==> src/rtl/colormap_interpolating_lookup_top_macros.svh <==
// assertion macros for the colormap interpolating lookup
`ifndef COLORMAP_INTERPOLATING_LOOKUP_TOP_MACROS_SVH
`define COLORMAP_INTERPOLATING_LOOKUP_TOP_MACROS_SVH

// checked only outside reset
`define CIL_ASSERT(label, prop, msg) \
  label: assert property (@(posedge clk_i) disable iff (!rst_ni) (prop)) else $error(msg);

// checked at every edge, reset included
`define CIL_ASSERT_ALWAYS(label, prop, msg) \
  label: assert property (@(posedge clk_i) (prop)) else $error(msg);

`endif

==> src/rtl/cil_pkg.sv <==
// shared types and constants of the colormap interpolating lookup
`default_nettype none

package cil_pkg;

  localparam int unsigned LEVEL_BITS = 16;
  localparam int unsigned CHAN_W     = 8;
  localparam int unsigned IDX_W      = 8;
  localparam int unsigned CFG_W      = 9;
  localparam int unsigned APB_AW     = 1;
  localparam int unsigned APB_DW     = 32;

  localparam logic              CMD_WRITE  = 1'b0;
  localparam logic              CMD_LOOKUP = 1'b1;
  localparam logic [APB_AW-1:0] REG_ENTRIES_USED = 1'b0;
  localparam logic [CFG_W-1:0]  ENTRIES_RESET    = 9'd256;

  typedef struct packed {
    logic                  command;
    logic [IDX_W-1:0]      entry_index;
    logic [CHAN_W-1:0]     entry_red;
    logic [CHAN_W-1:0]     entry_green;
    logic [CHAN_W-1:0]     entry_blue;
    logic [LEVEL_BITS-1:0] level;
  } in_word_t;

  typedef struct packed {
    logic [CHAN_W-1:0] out_red;
    logic [CHAN_W-1:0] out_green;
    logic [CHAN_W-1:0] out_blue;
  } out_word_t;

  typedef struct packed {
    logic [CHAN_W-1:0] red;
    logic [CHAN_W-1:0] green;
    logic [CHAN_W-1:0] blue;
  } rgb_t;

  typedef struct packed {
    logic                  valid;
    logic [LEVEL_BITS-1:0] frac;
    rgb_t                  lo;
    rgb_t                  hi;
  } blend_in_t;

endpackage

`default_nettype wire

==> src/rtl/cil_cfg.sv <==
// apb register block holding the palette size, with clamping
`default_nettype none

module cil_cfg #(
  parameter int unsigned PALETTE_DEPTH = 256,
  localparam int unsigned AW = (PALETTE_DEPTH > 1) ? $clog2(PALETTE_DEPTH) : 1
) (
  input  wire logic                        clk_i,
  input  wire logic                        rst_ni,
  input  wire logic                        psel,
  input  wire logic                        penable,
  input  wire logic                        pwrite,
  input  wire logic [cil_pkg::APB_AW-1:0]  paddr,
  input  wire logic [cil_pkg::APB_DW-1:0]  pwdata,
  output logic      [cil_pkg::APB_DW-1:0]  prdata,
  output logic                             pready,
  output logic      [AW-1:0]               span_o
);

  logic [cil_pkg::CFG_W-1:0] entries_q, entries_d;
  logic [31:0]               entries_clamped;
  logic                      wr_en;

  assign pready = 1'b1;
  assign wr_en  = psel && penable && pwrite && (paddr == cil_pkg::REG_ENTRIES_USED);

  always_comb begin
    entries_d = entries_q;
    if (wr_en) begin
      entries_d = pwdata[cil_pkg::CFG_W-1:0];
    end
  end

  always_ff @(posedge clk_i or negedge rst_ni) begin
    if (!rst_ni) begin
      entries_q <= cil_pkg::ENTRIES_RESET;
    end else begin
      entries_q <= entries_d;
    end
  end

  always_comb begin
    prdata = '0;
    if (paddr == cil_pkg::REG_ENTRIES_USED) begin
      prdata = cil_pkg::APB_DW'(entries_q);
    end
  end

  // effective entry count kept within two and the store depth
  always_comb begin
    if (32'(entries_q) < 32'd2) begin
      entries_clamped = 32'd2;
    end else if (32'(entries_q) > 32'(PALETTE_DEPTH)) begin
      entries_clamped = 32'(PALETTE_DEPTH);
    end else begin
      entries_clamped = 32'(entries_q);
    end
  end

  assign span_o = AW'(entries_clamped - 32'd1);

endmodule

`default_nettype wire

==> config.mk <==
export PLATFORM = sky130hd
export DESIGN_NAME = cil_cfg
export DESIGN_NICKNAME = d
export VERILOG_FILES = /design/src/rtl/colormap_interpolating_lookup_top_macros.svh /design/src/rtl/cil_pkg.sv /design/src/rtl/cil_cfg.sv
export SDC_FILE = /design/constraint.sdc
export NUM_CORES = 1
export LEC_CHECK = 0
export BUFFER_PORTS_ARGS = -buffer_cell sky130_fd_sc_hd__buf_2
export CAP_MARGIN = 30
export CORE_ASPECT_RATIO = 0.7
export CORE_MARGIN = 2
export CORE_UTILIZATION = 38
export DETAILED_ROUTE_END_ITERATION = 6
export PLACE_DENSITY = 0.87
export SYNTH_ARGS = -nofsm -noshare
export SYNTH_HDL_FRONTEND = slang
export SYNTH_SLANG_ARGS = --single-unit
==> constraint.sdc <==
create_clock -name clk_i -period 3 [get_ports clk_i]
set_input_delay 0.15 -clock clk_i [delete_from_list [all_inputs] [get_ports clk_i]]
set_output_delay 0.15 -clock clk_i [all_outputs]
set_load 0.01 [all_outputs]
==> results.md <==
- Final Cycle Share: 89.9%
- H-tree depth: 1
- Nets@finish: 160
- RSZ-0062 raised after global routing: no
- Final Hold Fails: 0
- Crit Path Max Fanout: 7
- DR vias: between 600 and 700
- Static Leak: approximately 0.49 nW
- Top cell type's share of synthesized area: 24.9%
- HPWL Detailed: 1280 um
- Top delay family on crit path: simple AND/OR/NAND/NOR gates
- Final setup TNS: 0 ns
- Setup crit end kind: primary output
- Fillers: 174
- Worst Path Arrival: 2.55 ns
- Buffers & Inverters on Critical Path: 1
- Leading cell type in the layout, fill and taps excluded: buf_2
- Fin crit period: between 2 and 3 ns
- Placeable Area: roughly 1900 um^2
- Setup Fix Bufs, Post-CTS: 0
- Crit-path cells: nor3_4 > nand2_1 > o311ai_1 > ha_1 > nor3b_1 > nor3_1 > a211o_1 > buf_2
- P per Cell Area: roughly 600 nW/um^2
- F_max: ~0.37 GHz
- Total track usage: between 10% and 20%
- Number of flip-flops in the largest register: 9
- Root Buffer: clkbuf_4
- Req. time, crit path: 2.85 ns
- Routed vias/inst: 4.42
- Status: finished with violations
- Largest cells by area after synthesis: dfrtp_1 25%, buf_4 22%, mux2_1 9.8%
- Mapped Area: roughly 800 um^2
- Post-synth ARST share: 100%
- CP peak stage delay: roughly 0.48 ns
- Seq/Total Area, Yosys: between 20% and 30%
- Total grt overflow: 0
- Yosys warns: 0
- Biggest register: entries_q
- Number of global-route vias before repair: roughly 570
- EDFF count, synth: 0
- CTS buffer count: 3
- Largest net degree at the start of global routing: 11
- Chip Height: about 42 um
- Max cap viols: 0
- Drt first pass iters: 5
- # diodes: 0
- # setup viols final: 0
- Hold Path Class: primary input to flip-flop
- Cell taking the most area after synthesis: dfrtp_1
- Reg clk slew, reported paths: about 0.060 ns
- I/O Buffers: 31
- Routability cong.: between 0.7 and 0.8
- Failing checks: DRC
- Drt total wl: around 1600 um
- Worst skew pair latency: approximately 0.25 ns
- Number of distinct library cells after synthesis: 28
- Skew final: 0 ns
- Critical path type: flip-flop to primary output
- Crit path launch type: flip-flop
- Synth Instances: just under 90
- Commonest cells after routing, fill and taps aside: 31 x buf_2, 24 x conb_1, 9 x nor2b_1, 8 x dfrtp_1, 7 x mux2_1
- # DRC: 3
- Area grow syn2layout: 15.4%
- Placed instance count: between 100 and 150
- CTS tree: done
- Number of antenna violations at the first check in global routing: 0
- Num rows: 13
- Max-slew violation count: 0
- Max clock buf depth: 2
- DRT iter0 DRCs: 4
- Largest regs: entries_q (9)
- Seq cells post-synth: 9
- Max VDD drop: about 0.00026 V
- First-pass GRT wire length: about 2400 um
- IO Pins: just under 80
- Initial core utilization: 41.9%
- Die Wd: 59.0 um
- Share of layout cells above drive strength 1: between 30% and 40%
- Avg Cell Area, Syn: just over 9 um^2
- CTS sink count: 9
- Avg WL per Cell: ~11 um
- Antenna violation net count after detailed routing: 0
- Slowest CP cell: dfrtp_1
- Final Non-Filler Cells: about 140
- Post-synth top flop: dfrtp_1
- Die area: 2500 um^2
==> path summary, 6_finish.rpt <==
kind | startpoint | to | slack, ns | cells past startpoint
max in group asynchronous | rst_ni | entries_q[8]$_DFFE_PN1P_ | 2.49 | 2
worst min register to register | entries_q[0]$_DFFE_PN0P_ | entries_q[0]$_DFFE_PN0P_ | 0.60 | 1
worst max-delay path | entries_q[3]$_DFFE_PN0P_ | span_o[4] | 0.30 | 8
worst max register to register | entries_q[3]$_DFFE_PN0P_ | entries_q[3]$_DFFE_PN0P_ | 2.08 | 1
worst min-delay path | pwdata[2] | entries_q[2]$_DFFE_PN0P_ | 0.11 | 2
min in group asynchronous | rst_ni | entries_q[0]$_DFFE_PN0P_ | 0.27 | 2
==> synthesized netlist by cell type (2+ instances only) <==
cell type,n
nor3_1,2
conb_1,2
inv_1,3
mux2_1,7
nand2_1,4
o21ai_1,2
nor2b_1,9
mux2_2,2
nor2_1,5
buf_4,24
nor3_2,2
a31oi_1,2
dfrtp_1,8
==> report_power, final <==
part / internal [mW] / switching [mW] / total [mW]
logic: 0.122 / 0.135 / 0.257
clock network: 0.0511 / 0.0392 / 0.0902
registers: 0.151 / 0.0501 / 0.201
total: 0.324 / 0.224 / 0.548
==> kinds of logic (layout without fill, tap and decap cells) <==
group                    after synthesis  in the layout  synth area share (%)
buffers and inverters                 28             39                  24.3
AND/OR/NAND/NOR                       27             27                  22.0
AO/OA/AOI/OAI                          9              9                  8.26
multiplexers                           9              9                  12.6
flip-flops                             9              9                  28.2
other                                  2             24                 0.935
XOR/XNOR                               2              2                  2.18
adder cells (fa/ha/maj)                1              1                  1.56
==> area by class of cell <==
type / count / area [um^2] / area share (%)
Clock buffer: 4 / 26.3 / 2.83
Multi-Input combinational cell: 72 / 470 / 50.7
Timing Repair Buffer: 32 / 165 / 17.8
Inverter: 3 / 11.3 / 1.21
Tap cell: 22 / 27.5 / 2.97
Sequential cell: 9 / 226 / 24.4
==> layer usage <==
metal | wire [um] | global-route usage [%] | vias up
li1 | - | - | 311
met1 | 610 | 15.0 | 291
met2 | 828 | 21.8 | 26
met3 | 126 | 1.85 | 0
met4 | 0 | 4.09 | 0
met5 | 0 | 0 | -
==> stage by stage <==
| stage | power, mW | setup slack [ns] | hold WS [ns] | utilization (%) | instance area, um^2 |
|---|---|---|---|---|---|
| detailed placement | 0.453 | 0.560 | 0.00217 | 46.1 | 885 |
| CTS | 0.547 | 0.278 | 0.0986 | 48.0 | 921 |
| global route | 0.593 | 0.0228 | 0.108 | 48.3 | 927 |
| global placement | 0.442 | 0.657 | -0.000892 | 46.1 | 885 |
| finish | 0.548 | 0.302 | 0.105 | 48.3 | 927 |
| floorplan | 0.381 | 0.695 | -0.146 | - | 886 |
==> timing repair <==
action	in CTS	in global routing
gates resized for setup	0	1
endpoints found under the setup margin	0	1
endpoints found under the hold margin	9	0
hold buffers	1	0
(Power assumes the default switching activity.)
