**config.mk**
```make
export PLATFORM = sky130hd
export DESIGN_NAME = cil_blend
export DESIGN_NICKNAME = d
export VERILOG_FILES = /design/src/rtl/colormap_interpolating_lookup_top_macros.svh /design/src/rtl/cil_pkg.sv /design/src/rtl/cil_blend.sv
export SDC_FILE = /design/constraint.sdc
export NUM_CORES = 1
export LEC_CHECK = 0
export BUFFER_PORTS_ARGS = -buffer_cell sky130_fd_sc_hd__buf_2
export CORE_AREA = 2 2 174 176
export CTS_CLUSTER_SIZE = 14
export DETAILED_ROUTE_END_ITERATION = 8
export DIE_AREA = 0 0 176 178
export GPL_TIMING_DRIVEN = 0
export PLACE_DENSITY_LB_ADDON = 0.15
export SYNTH_ARGS = -nofsm -noshare
export SYNTH_HDL_FRONTEND = slang
export SYNTH_SLANG_ARGS = --single-unit
```
**constraint.sdc**
```tcl
create_clock -name clk_i -period 2.3 [get_ports clk_i]
set_clock_uncertainty 0.1 [all_clocks]
set_input_delay 0.46 -clock clk_i [delete_from_list [all_inputs] [get_ports clk_i]]
set_output_delay 0.46 -clock clk_i [all_outputs]
set_load 0.01 [all_outputs]
```
**src/rtl/colormap_interpolating_lookup_top_macros.svh**
```systemverilog
// assertion macros for the colormap interpolating lookup
`ifndef COLORMAP_INTERPOLATING_LOOKUP_TOP_MACROS_SVH
`define COLORMAP_INTERPOLATING_LOOKUP_TOP_MACROS_SVH

// checked only outside reset
`define CIL_ASSERT(label, prop, msg) \
  label: assert property (@(posedge clk_i) disable iff (!rst_ni) (prop)) else $error(msg);

// checked at every edge, reset included
`define CIL_ASSERT_ALWAYS(label, prop, msg) \
  label: assert property (@(posedge clk_i) (prop)) else $error(msg);

`endif

```
**src/rtl/cil_pkg.sv**
```systemverilog
// shared types and constants of the colormap interpolating lookup
`default_nettype none

package cil_pkg;

  localparam int unsigned LEVEL_BITS = 16;
  localparam int unsigned CHAN_W     = 8;
  localparam int unsigned IDX_W      = 8;
  localparam int unsigned CFG_W      = 9;
  localparam int unsigned APB_AW     = 1;
  localparam int unsigned APB_DW     = 32;

  localparam logic              CMD_WRITE  = 1'b0;
  localparam logic              CMD_LOOKUP = 1'b1;
  localparam logic [APB_AW-1:0] REG_ENTRIES_USED = 1'b0;
  localparam logic [CFG_W-1:0]  ENTRIES_RESET    = 9'd256;

  typedef struct packed {
    logic                  command;
    logic [IDX_W-1:0]      entry_index;
    logic [CHAN_W-1:0]     entry_red;
    logic [CHAN_W-1:0]     entry_green;
    logic [CHAN_W-1:0]     entry_blue;
    logic [LEVEL_BITS-1:0] level;
  } in_word_t;

  typedef struct packed {
    logic [CHAN_W-1:0] out_red;
    logic [CHAN_W-1:0] out_green;
    logic [CHAN_W-1:0] out_blue;
  } out_word_t;

  typedef struct packed {
    logic [CHAN_W-1:0] red;
    logic [CHAN_W-1:0] green;
    logic [CHAN_W-1:0] blue;
  } rgb_t;

  typedef struct packed {
    logic                  valid;
    logic [LEVEL_BITS-1:0] frac;
    rgb_t                  lo;
    rgb_t                  hi;
  } blend_in_t;

endpackage

`default_nettype wire

```
**src/rtl/cil_blend.sv**
```systemverilog
// two stage per-channel linear blend between neighboring palette entries
`default_nettype none

module cil_blend (
  input  wire logic                clk_i,
  input  wire logic                rst_ni,
  input  wire cil_pkg::blend_in_t  in_i,
  output logic                     res_valid_o,
  output cil_pkg::out_word_t       res_word_o
);

  localparam int unsigned LB     = cil_pkg::LEVEL_BITS;
  localparam int unsigned CW     = cil_pkg::CHAN_W;
  localparam int unsigned PROD_W = LB + 1 + CW + 1;

  logic [2:0][CW-1:0]               lo_ch, hi_ch;
  logic signed [2:0][PROD_W-1:0]    prod_d, prod_q;
  logic [2:0][CW-1:0]               base_q;
  logic                             mul_valid_q;
  logic [2:0][CW-1:0]               res_ch_d;
  logic signed [PROD_W-1:0]         sum [3];
  logic                             res_valid_q;
  cil_pkg::out_word_t               res_word_q;

  assign lo_ch = in_i.lo;
  assign hi_ch = in_i.hi;

  // signed step times fraction
  always_comb begin
    for (int c = 0; c < 3; c++) begin
      prod_d[c] = $signed(PROD_W'(in_i.frac))
                * ($signed(PROD_W'(hi_ch[c])) - $signed(PROD_W'(lo_ch[c])));
    end
  end

  always_ff @(posedge clk_i) begin
    prod_q <= prod_d;
    base_q <= lo_ch;
  end

  // sum stays non-negative and below one channel step above the base
  always_comb begin
    for (int c = 0; c < 3; c++) begin
      sum[c]      = $signed({2'b00, base_q[c], LB'(0)}) + prod_q[c];
      res_ch_d[c] = sum[c][LB+CW-1:LB];
    end
  end

  always_ff @(posedge clk_i) begin
    res_word_q <= res_ch_d;
  end

  always_ff @(posedge clk_i or negedge rst_ni) begin
    if (!rst_ni) begin
      mul_valid_q <= 1'b0;
      res_valid_q <= 1'b0;
    end else begin
      mul_valid_q <= in_i.valid;
      res_valid_q <= mul_valid_q;
    end
  end

  assign res_valid_o = res_valid_q;
  assign res_word_o  = res_word_q;

endmodule

`default_nettype wire

```
==> impl_results.md, run 1 <==
- Status: finished with violations
- Failing checks: negative setup slack
- Worst min-delay path class: input port to flop
- Crit path max-delay cell type: clkbuf_1
- Seq. cell area: 0.00149 mm²
- Area of placed instances: 0.0176 mm²
- Post-Place Cells: 2208
- Wire length per cell: 18.8 µm
- Vias in the first global route: 13400
- Mean Syn Cell Area: 9.47 µm²
- Clk Latency, worst-skew pair: 0.38 ns
- Final Net Count: 2469
- Ys async rst share: 2.70%
- Post-synth EDFFs: 0
- CP max FO: 10
- Vias per cell: 5.42
- Top_reg_cell synth: dfxtp_1
- Syn. warnings: 0
- Number of DRC markers in iteration 0: 578
- Cell Chain, Critical Path: buf_2 -> clkbuf_1 -> clkbuf_1 -> nand2_1 -> fa_1 -> fa_1 -> inv_1 -> fa_1 -> fa_1 -> inv_2 -> fa_1 -> inv_2 -> ha_4 -> or4b_4 -> nor4_4 -> o211ai_1 -> nand4_1 -> o211ai_4 -> o2111ai_4 -> a21oi_2 -> xnor2_1
- Mapped Cells: 1728
- Global route overflow: 0
- Port bufs: 90
- Critical Path Most Common Cell: fa_1
- Row cnt: 63
- Worst Tran Pin Value: 0.951 ns
- Minimum clock period: 6.62 ns
- Mapped cell area: 0.0164 mm²
- Area occupied by multi-input gates: 0.0144 mm²
- Final setup margin: -4.32 ns
- Critical path class: input port to flop
- Max-cap violations: 0
- Detailed placer's ending HPWL: 33.1 mm
- GRT Overall Usage: 29.0%
- Die H: 178 µm
- Final Hold Vio Count: 0
- Area Growth Syn to Fin: 17.2%
- Die Area: 0.0313 mm²
- Vias: 12400
- Crit path launch type: input port
- Initial DRT Pass Iterations: 5
- TritonCTS Buffers: 9
- Finished Cell Area: 0.0192 mm²
- Seq/Total Area, Yosys: 9.11%
- Post-synth cell types: 48
- Top delay family on crit path: adder cells
- Layout cells sized above 1: 17.5%
- Worst Path Arrival: 6.79 ns
- Syn nets: 2308
- Fillcell total: 2407
- RSZ-0062 raised after global routing: yes
- First-pass GRT wire length: 68.9 mm
- Initial Utilization: 55.7%
- DRC violations left: 0
- CP Data Required Time: 2.47 ns
- I/O pin count: 92
- Clk buf depth: 2
- Clock-pin transition on the worst setup and hold timing paths: 0.07 ns
- Final setup fails: 24
- #FFs+latches synth: 74
- CP peak stage delay: 0.78 ns
- Peak Freq: 0.151 GHz
- Slew Viols, Final: 0
- Core Area: 0.0294 mm²
- Largest net degree at the start of global routing: 15
- Final std cells w/o fill: 2285
- Buf+Inv Stages, Crit Path: 6
- CP endpoint kind: flop
- CTS tree: built
- GP Congestion: 0.909
- Die width: 176 µm
- CTS Sinks: 74
- Period utilization: 288%
- Routed Antenna Nets: 0
- Worst rel slew slack: 36.6%
- Most frequent cells in the layout: 296 x fa_1, 257 x inv_1, 192 x ha_1
- Initial antenna violation count: 1
- Total Wirelength: 42.9 mm
- Most common cell after layout, fill and taps aside: fa_1
- Root Driver: clkbuf_16
- H-Tree Depth: 3
layout make-up:
cell class	instances	area share, %
diodes	1	0.0130
repair buffers	151	5.47
well taps	390	2.54
multi-input cells	1303	75.2
clock buffers	10	1.25
inverters	268	5.32
flip-flops and latches	74	7.78
clock inverters	6	0.385
plain buffers	82	2.07
stage by stage:
stage / hold WS [ns] / TNS, ns / utilization [%] / setup slack (ns)
after floorplan: 0.0644 / -87.79 / - / -4.01
after global placement: 0.147 / -111.73 / 59.8 / -5.05
after detailed placement: 0.147 / -112.72 / 59.8 / -5.10
after CTS: 0.0792 / -92.08 / 63.9 / -4.20
after global routing: 0.0783 / -96.89 / 65.2 / -4.52
final: 0.0944 / -92.43 / 65.2 / -4.32
flip-flops by register name, summed over array words and instances, names as in the netlist:
signal / flops
base_q: 24
mul_valid_q: 1
prod_q: 24
res_valid_o: 1
res_word_o: 24
cell families (layout without fill, tap and decap cells):
group                      Yosys count  in the layout  share of synthesized area, %
muxes                               48             48                          3.02
xor gates and xnor gates            70             70                          3.75
buffers and inverters              351            517                          8.12
other                                0              1                             0
AOI/OAI and AO/OA                  109            109                          4.39
DFF                                 74             74                          9.11
adders and majority gates          513            513                          53.0
and+or+nand+nor                    563            563                          18.7
routing by layer:
layer  wire (µm)  vias up  part of all wire [%]  GRT usage [%]
met3        3060       95                   7.1           5.41
li1            -     5630                     -              -
met1       17300     6224                    40           36.7
met5           0        -                     0              0
met2       20800      433                    48           49.6
met4        1690        0                   3.9           11.2
repair_timing:
action,4_1_cts,5_1_grt
setup endpoints to repair,24,24
hold endpoints to repair,2,0
cloned,0,0
buffers inserted,42,22
pin swaps,54,52
gates resized for setup,110,70
hold buffers,1,0
worst reg2reg max path: cells and delay by family (launching register included):
family | cells | cell delay [ns]
AOI/OAI and AO/OA | 6 | 1.13
adders and majority gates | 1 | 0.31
DFF | 1 | 0.32
xor gates and xnor gates | 1 | 0.13
synthesized netlist by cell type (2+ instances only):
cell type	number	share of area, %
dfrtp_1	2	0.31
buf_4	3	0.14
nor3_1	9	0.28
ha_1	213	16
a211oi_1	3	0.14
a21o_1	20	0.92
xor2_1	21	1.1
nor4bb_1	2	0.12
xnor2_1	49	2.6
nor2b_1	12	0.46
a21oi_1	34	1.0
o21bai_1	13	0.60
o31ai_2	2	0.15
nor4_1	3	0.11
and2_1	176	6.7
nand3_1	9	0.28
mux2_2	11	0.76
nand4_1	6	0.23
inv_1	268	6.1
o21a_1	2	0.092
nor2_1	64	1.5
a21oi_2	3	0.16
mux2i_1	37	2.3
clkbuf_1	80	1.8
a211o_1	2	0.11
o21ai_0	19	0.58
dfxtp_1	72	8.8
nand2_1	124	2.8
or2_2	11	0.42
a21boi_0	3	0.14
fa_1	300	37
nand2b_1	137	5.2
or3_1	3	0.11
path summary, 6_finish.rpt:
path                                  start             end  slack [ns]  cells after the start
max in group asynchronous            rst_ni     mul_valid_q        1.71                      2
worst min-delay path               in_i[32]       base_q[8]        0.09                      1
worst max register to register   prod_q[43]  res_word_o[15]        0.23                      8
worst max-delay path               in_i[50]      prod_q[23]       -4.32                     21
min in group asynchronous            rst_ni     res_valid_o        0.30                      2
worst min register to register  mul_valid_q     res_valid_o        0.25                      0
Power of run 1 is left out: the tool's default activity adds up to more than one toggle a clock period on the data nets, which glitch-free logic cannot reach.
==> inputs of run 2 (changes only) <==
- SKIP_LAST_GASP: not set -> 1
==> run 2 against run 1 <==
Against the previous run: critical endpoint unchanged; wire length barely moved; hold slack is essentially flat; critical path depth unchanged; register-to-register slack hardly changed; the run still ends with negative setup slack left; final area fell by 0.20%; sequential share of layout area barely moved.
==> impl_results.md, run 2 (synthesis results as in run 1) <==
- Status: finished with violations
- Failing checks: negative setup slack
- Clk buf depth: 2 (unchanged)
- Die Area: 0.0313 mm² (unchanged)
- CP max FO: 10 (unchanged)
- Number of DRC markers in iteration 0: 587 (+1.6%)
- CP Data Required Time: 2.47 ns (about the same)
- Vias: 12400 (-0.0081%)
- Port bufs: 90 (unchanged)
- Most frequent cells in the layout: 296 x fa_1, 257 x inv_1, 193 x ha_1
- TritonCTS Buffers: 9 (unchanged)
- CP endpoint kind: flop
- Hold Slack: 0.0944 ns (-0.0000452 ns)
- Die H: 178 µm (unchanged)
- Layout cells sized above 1: 17.4% (-0.096 points)
- Clock-pin transition on the worst setup and hold timing paths: 0.07 ns (about the same)
- Critical path class: input port to flop
- Period utilization: 289% (+1.1 points)
- Critical Path Most Common Cell: fa_1
- Wire length per cell: 18.8 µm (+0.12%)
- Clk Latency, worst-skew pair: 0.38 ns (about the same)
- Final setup fails: 24 (unchanged)
- Area of placed instances: 0.0176 mm² (unchanged)
- Die width: 176 µm (unchanged)
- Core Area: 0.0294 mm² (unchanged)
- DRC violations left: 0 (unchanged)
- Pre-CTS WS: -5.10 ns (unchanged)
- Top delay family on crit path: adder cells
- CTS Sinks: 74 (unchanged)
- Minimum clock period: 6.64 ns (+0.0256 ns)
- Initial DRT Pass Iterations: 5 (unchanged)
- Max-cap violations: 0 (unchanged)
- Area Growth Syn to Fin: 16.9%
- Final Hold Vio Count: 0 (unchanged)
- Vias in the first global route: 13400 (-0.022%)
- Largest net degree at the start of global routing: 15 (unchanged)
- I/O pin count: 92 (unchanged)
- Worst min-delay path class: input port to flop
- Final setup margin: -4.34 ns (-0.0256 ns)
- Root Driver: clkbuf_16
- H-Tree Depth: 3 (unchanged)
- Detailed placer's ending HPWL: 33.1 mm (unchanged)
- Slew Viols, Final: 0 (unchanged)
- Total Wirelength: 42.9 mm (about the same)
- CP peak stage delay: 0.76 ns (-0.02 ns)
- CTS tree: built
- First-pass GRT wire length: 68.9 mm (about the same)
- RSZ-0062 raised after global routing: yes
- Finished Cell Area: 0.0191 mm² (-0.20%)
- Worst Path Arrival: 6.81 ns (+0.02 ns)
- Most common cell after layout, fill and taps aside: fa_1
- Vias per cell: 5.42 (about the same)
- Worst Tran Pin Value: 0.925 ns (-0.0262 ns)
- Crit path max-delay cell type: clkbuf_1
- GRT Overall Usage: 29.0% (about the same)
- Row cnt: 63 (unchanged)
- Final Net Count: 2468 (-0.041%)
- Worst rel slew slack: 38.3% (+1.7 points)
- GP Congestion: 0.909 (unchanged)
- Buf+Inv Stages, Crit Path: 6 (unchanged)
- Crit path launch type: input port
- Peak Freq: 0.151 GHz (-0.39%)
- Initial Utilization: 55.7% (unchanged)
- Routed Antenna Nets: 0 (unchanged)
- Cell Chain, Critical Path: buf_2 -> clkbuf_1 -> clkbuf_1 -> nand2_1 -> fa_1 -> fa_1 -> inv_1 -> fa_1 -> fa_1 -> inv_2 -> fa_1 -> inv_2 -> ha_4 -> or4b_4 -> nor4_4 -> o211ai_1 -> nand4_1 -> o211ai_2 -> o2111ai_2 -> a21oi_2 -> xnor2_1
- Global route overflow: 0 (unchanged)
- Initial antenna violation count: 1 (unchanged)
-- run 2: what timing repair did --
action / 4_1_cts / 5_1_grt
endpoints found under the hold margin: 2 / 0
resized for setup: 109 / 68
setup buffers: 42 / 22
pin swaps: 52 / 56
hold buffers: 1 / 0
setup endpoints to repair: 24 / 24
-- run 2: final cells by class --
class | instances | area (µm²)
sequential | 74 | 1490
multi-input combinational | 1303 | 14400
clock inverter | 6 | 73.8
fill | 2411 | 10300
inverter | 268 | 1020
timing repair buffer | 150 | 1040
clock buffer | 10 | 239
antenna | 1 | 2.50
buffer | 82 | 398
tap | 390 | 488
-- run 2: final timing paths --
path | startpoint | to | slack [ns] | depth (start not counted)
setup / recovery | in_i[50] | prod_q[23] | -4.34 | 21
hold / removal | in_i[32] | base_q[8] | 0.09 | 1
setup reg to reg | prod_q[43] | res_word_o[15] | 0.23 | 8
hold reg to reg | mul_valid_q | res_valid_o | 0.25 | 0
max in group asynchronous | rst_ni | mul_valid_q | 1.71 | 2
min in group asynchronous | rst_ni | res_valid_o | 0.30 | 2
-- run 2: through the flow --
| stage | TNS, ns | instances | util [%] |
|---|---|---|---|
| final | -92.55 | 2284 | 65.1 |
| after global routing | -97.01 | 2283 | 65.1 |
| after CTS | -92.08 | 2267 | 63.8 |
| after detailed placement | -112.72 | 2208 | 59.8 |
| after global placement | -111.73 | 2208 | 59.8 |
| after floorplan | -87.79 | 1728 | - |
-- run 2: layer usage --
metal / wire length, µm / vias up / global-route usage (%)
met3: 2890 / 99 / 5.41
li1: - / 5630 / -
met1: 17500 / 6242 / 36.7
met2: 20800 / 410 / 49.6
met5: 0 / - / 0
met4: 1680 / 0 / 11.2
Power of run 2 is left out for the same reason.
==> inputs of run 3 (changes only) <==
- CAP_MARGIN: not set -> 5
- PLACE_DENSITY: not set -> 0.79
- PLACE_DENSITY_LB_ADDON: 0.15 -> not set
==> run 3 against run 2 <==
Against the previous run: the run still ends with negative setup slack left; core utilization fell by 0.26 points; count of clock-buffer cells in the layout rose by 1; flip-flop and latch count did not move; non-clock buffer count fell by 1; highest routed layer unchanged.
==> impl_results.md, run 3 (synthesis results as in run 1) <==
- Failing checks: negative setup slack
- CP max FO: 3 (-7)
- Period utilization: 282% (-7.3 points)
- Minimum clock period: 6.48 ns (-0.168 ns)
- Total Wirelength: 44.3 mm (+3.1%)
- Die Area: 0.0313 mm² (unchanged)
- Critical Path Most Common Cell: fa_1
- Final Net Count: 2467 (-0.041%)
- Detailed placer's ending HPWL: 33.4 mm (+0.94%)
- Wire length per cell: 19.4 µm (+3.2%)
- Die width: 176 µm (unchanged)
- Initial antenna violation count: 1 (unchanged)
- Number of DRC markers in iteration 0: 916 (+56%)
- Final std cells w/o fill: 2282 (-0.088%)
- Worst Tran Pin Value: 0.994 ns (+0.0688 ns)
- Most frequent cells in the layout: 294 x fa_1, 257 x inv_1, 193 x ha_1
- TritonCTS Buffers: 9 (unchanged)
- Crit path to: prod_q[22]
- Root Driver: clkbuf_16
- CP Data Required Time: 2.52 ns (+0.05 ns)
- I/O pin count: 92 (unchanged)
- Reg-to-reg slack, setup: 0.22 ns (about the same)
- DRC violations left: 0 (unchanged)
- CP peak stage delay: 0.51 ns (-0.25 ns)
- Port bufs: 90 (unchanged)
- Peak Freq: 0.154 GHz (+2.6%)
- Row cnt: 63 (unchanged)
- Crit path max-delay cell type: fa_1
- Die H: 178 µm (unchanged)
- Clock-pin transition on the worst setup and hold timing paths: 0.06 ns (about the same)
- Area Growth Syn to Fin: 16.5%
- CTS Sinks: 74 (unchanged)
- Util after Layout: 64.8% (-0.26 points)
- Final setup fails: 24 (unchanged)
- Vias per cell: 5.58 (+3.0%)
- GP Congestion: 0.916 (+0.75%)
- Sum Neg Setup Slack: -92.10 ns (+0.457 ns)
- Largest net degree at the start of global routing: 14 (-1)
- H-Tree Depth: 3 (unchanged)
- Clk Latency, worst-skew pair: 0.38 ns (about the same)
- Initial Utilization: 55.7% (unchanged)
- Max-cap violations: 0 (unchanged)
- Crit. Startpoint: in_i[0]
- RSZ-0062 raised after global routing: yes
- Vias: 12700 (+2.9%)
- Worst Path Arrival: 6.69 ns (-0.12 ns)
- Worst min-delay path class: input port to flop
- Status: finished with violations
- Post-Place Cells: 2208 (unchanged)
- GRT Overall Usage: 29.3% (+0.30 points)
- Initial DRT Pass Iterations: 8 (+3)
- First-pass GRT wire length: 69.7 mm (+1.1%)
- Final setup margin: -4.18 ns (+0.168 ns)
- Core Area: 0.0294 mm² (unchanged)
- Layout cells sized above 1: 17.7% (+0.33 points)
- Clk buf depth: 2 (unchanged)
- Critical path class: input port to flop
- R2r worst-path depth: 8 (unchanged)
- Slew Viols, Final: 0 (unchanged)
- CP endpoint kind: flop
- Most common cell after layout, fill and taps aside: fa_1
- Fillcell total: 2257 (-6.4%)
- RR Endpoint: res_word_o[7]
- CTS tree: built
- Global route overflow: 0 (unchanged)
- Routed Antenna Nets: 0 (unchanged)
- Worst reg2reg startpoint: prod_q[17]
- Final Hold Vio Count: 0 (unchanged)
- N_diodes: 0 (-1)
- Crit path launch type: input port
- Worst rel slew slack: 33.8% (-4.6 points)
- Vias in the first global route: 13900 (+4.0%)
==> run 3: cell type report <==
class	instances	area, µm²	share of cell area, %
plain buffers	83	423	2.22
clock buffers	11	243	1.27
clock inverters	5	37.5	0.197
inverters	268	1020	5.37
multi-input cells	1303	14400	75.4
flip-flops and latches	74	1490	7.82
well taps	390	488	2.56
repair buffers	148	985	5.16
==> run 3: repair_timing <==
| action | in CTS | in global routing |
|---|---|---|
| pin swaps | 47 | 61 |
| gates cloned | 0 | 0 |
| buffers inserted | 36 | 25 |
| hold buffers | 1 | 0 |
| resized for setup | 79 | 95 |
| setup endpoints to repair | 24 | 24 |
| hold endpoints to repair | 2 | 0 |
==> run 3: critical path, delay by kind of cell <==
family / cells / cell delay [ns]
AND/OR/NAND/NOR: 6 / 1.07
buffers and inverters: 7 / 0.63
adder cells (fa/ha/maj): 8 / 3.21
XOR/XNOR: 2 / 0.40
AO/OA/AOI/OAI: 5 / 0.90
==> run 3: worst min path at each step <==
stage | slack (ns) | cells after the start | start | end
floorplan | 0.06 | 0 | rst_ni | mul_valid_q
global placement | 0.14 | 1 | rst_ni | mul_valid_q
detailed placement | 0.15 | 1 | rst_ni | mul_valid_q
CTS | 0.07 | 1 | in_i[64] | mul_valid_q
global route | 0.07 | 1 | in_i[64] | mul_valid_q
finish | 0.08 | 1 | in_i[64] | mul_valid_q
==> run 3: metrics by stage <==
stage	area [µm²]	hold WS [ns]	setup slack [ns]
3_3_place_gp	17600	0.144	-4.92
2_1_floorplan	16600	0.0644	-4.01
6_report	19100	0.0811	-4.18
4_1_cts	18500	0.0698	-4.11
5_1_grt	19100	0.0719	-4.41
3_5_place_dp	17600	0.148	-4.99
==> run 3: routing by layer <==
| layer | up-vias | GRT usage, % | share of wire, % |
|---|---|---|---|
| met5 | - | 0 | 0 |
| met2 | 580 | 50.6 | 49 |
| met3 | 155 | 7.03 | 9.0 |
| met4 | 0 | 13.6 | 5.1 |
| met1 | 6381 | 34.7 | 37 |
| li1 | 5624 | - | - |
Power of run 3 is left out for the same reason.
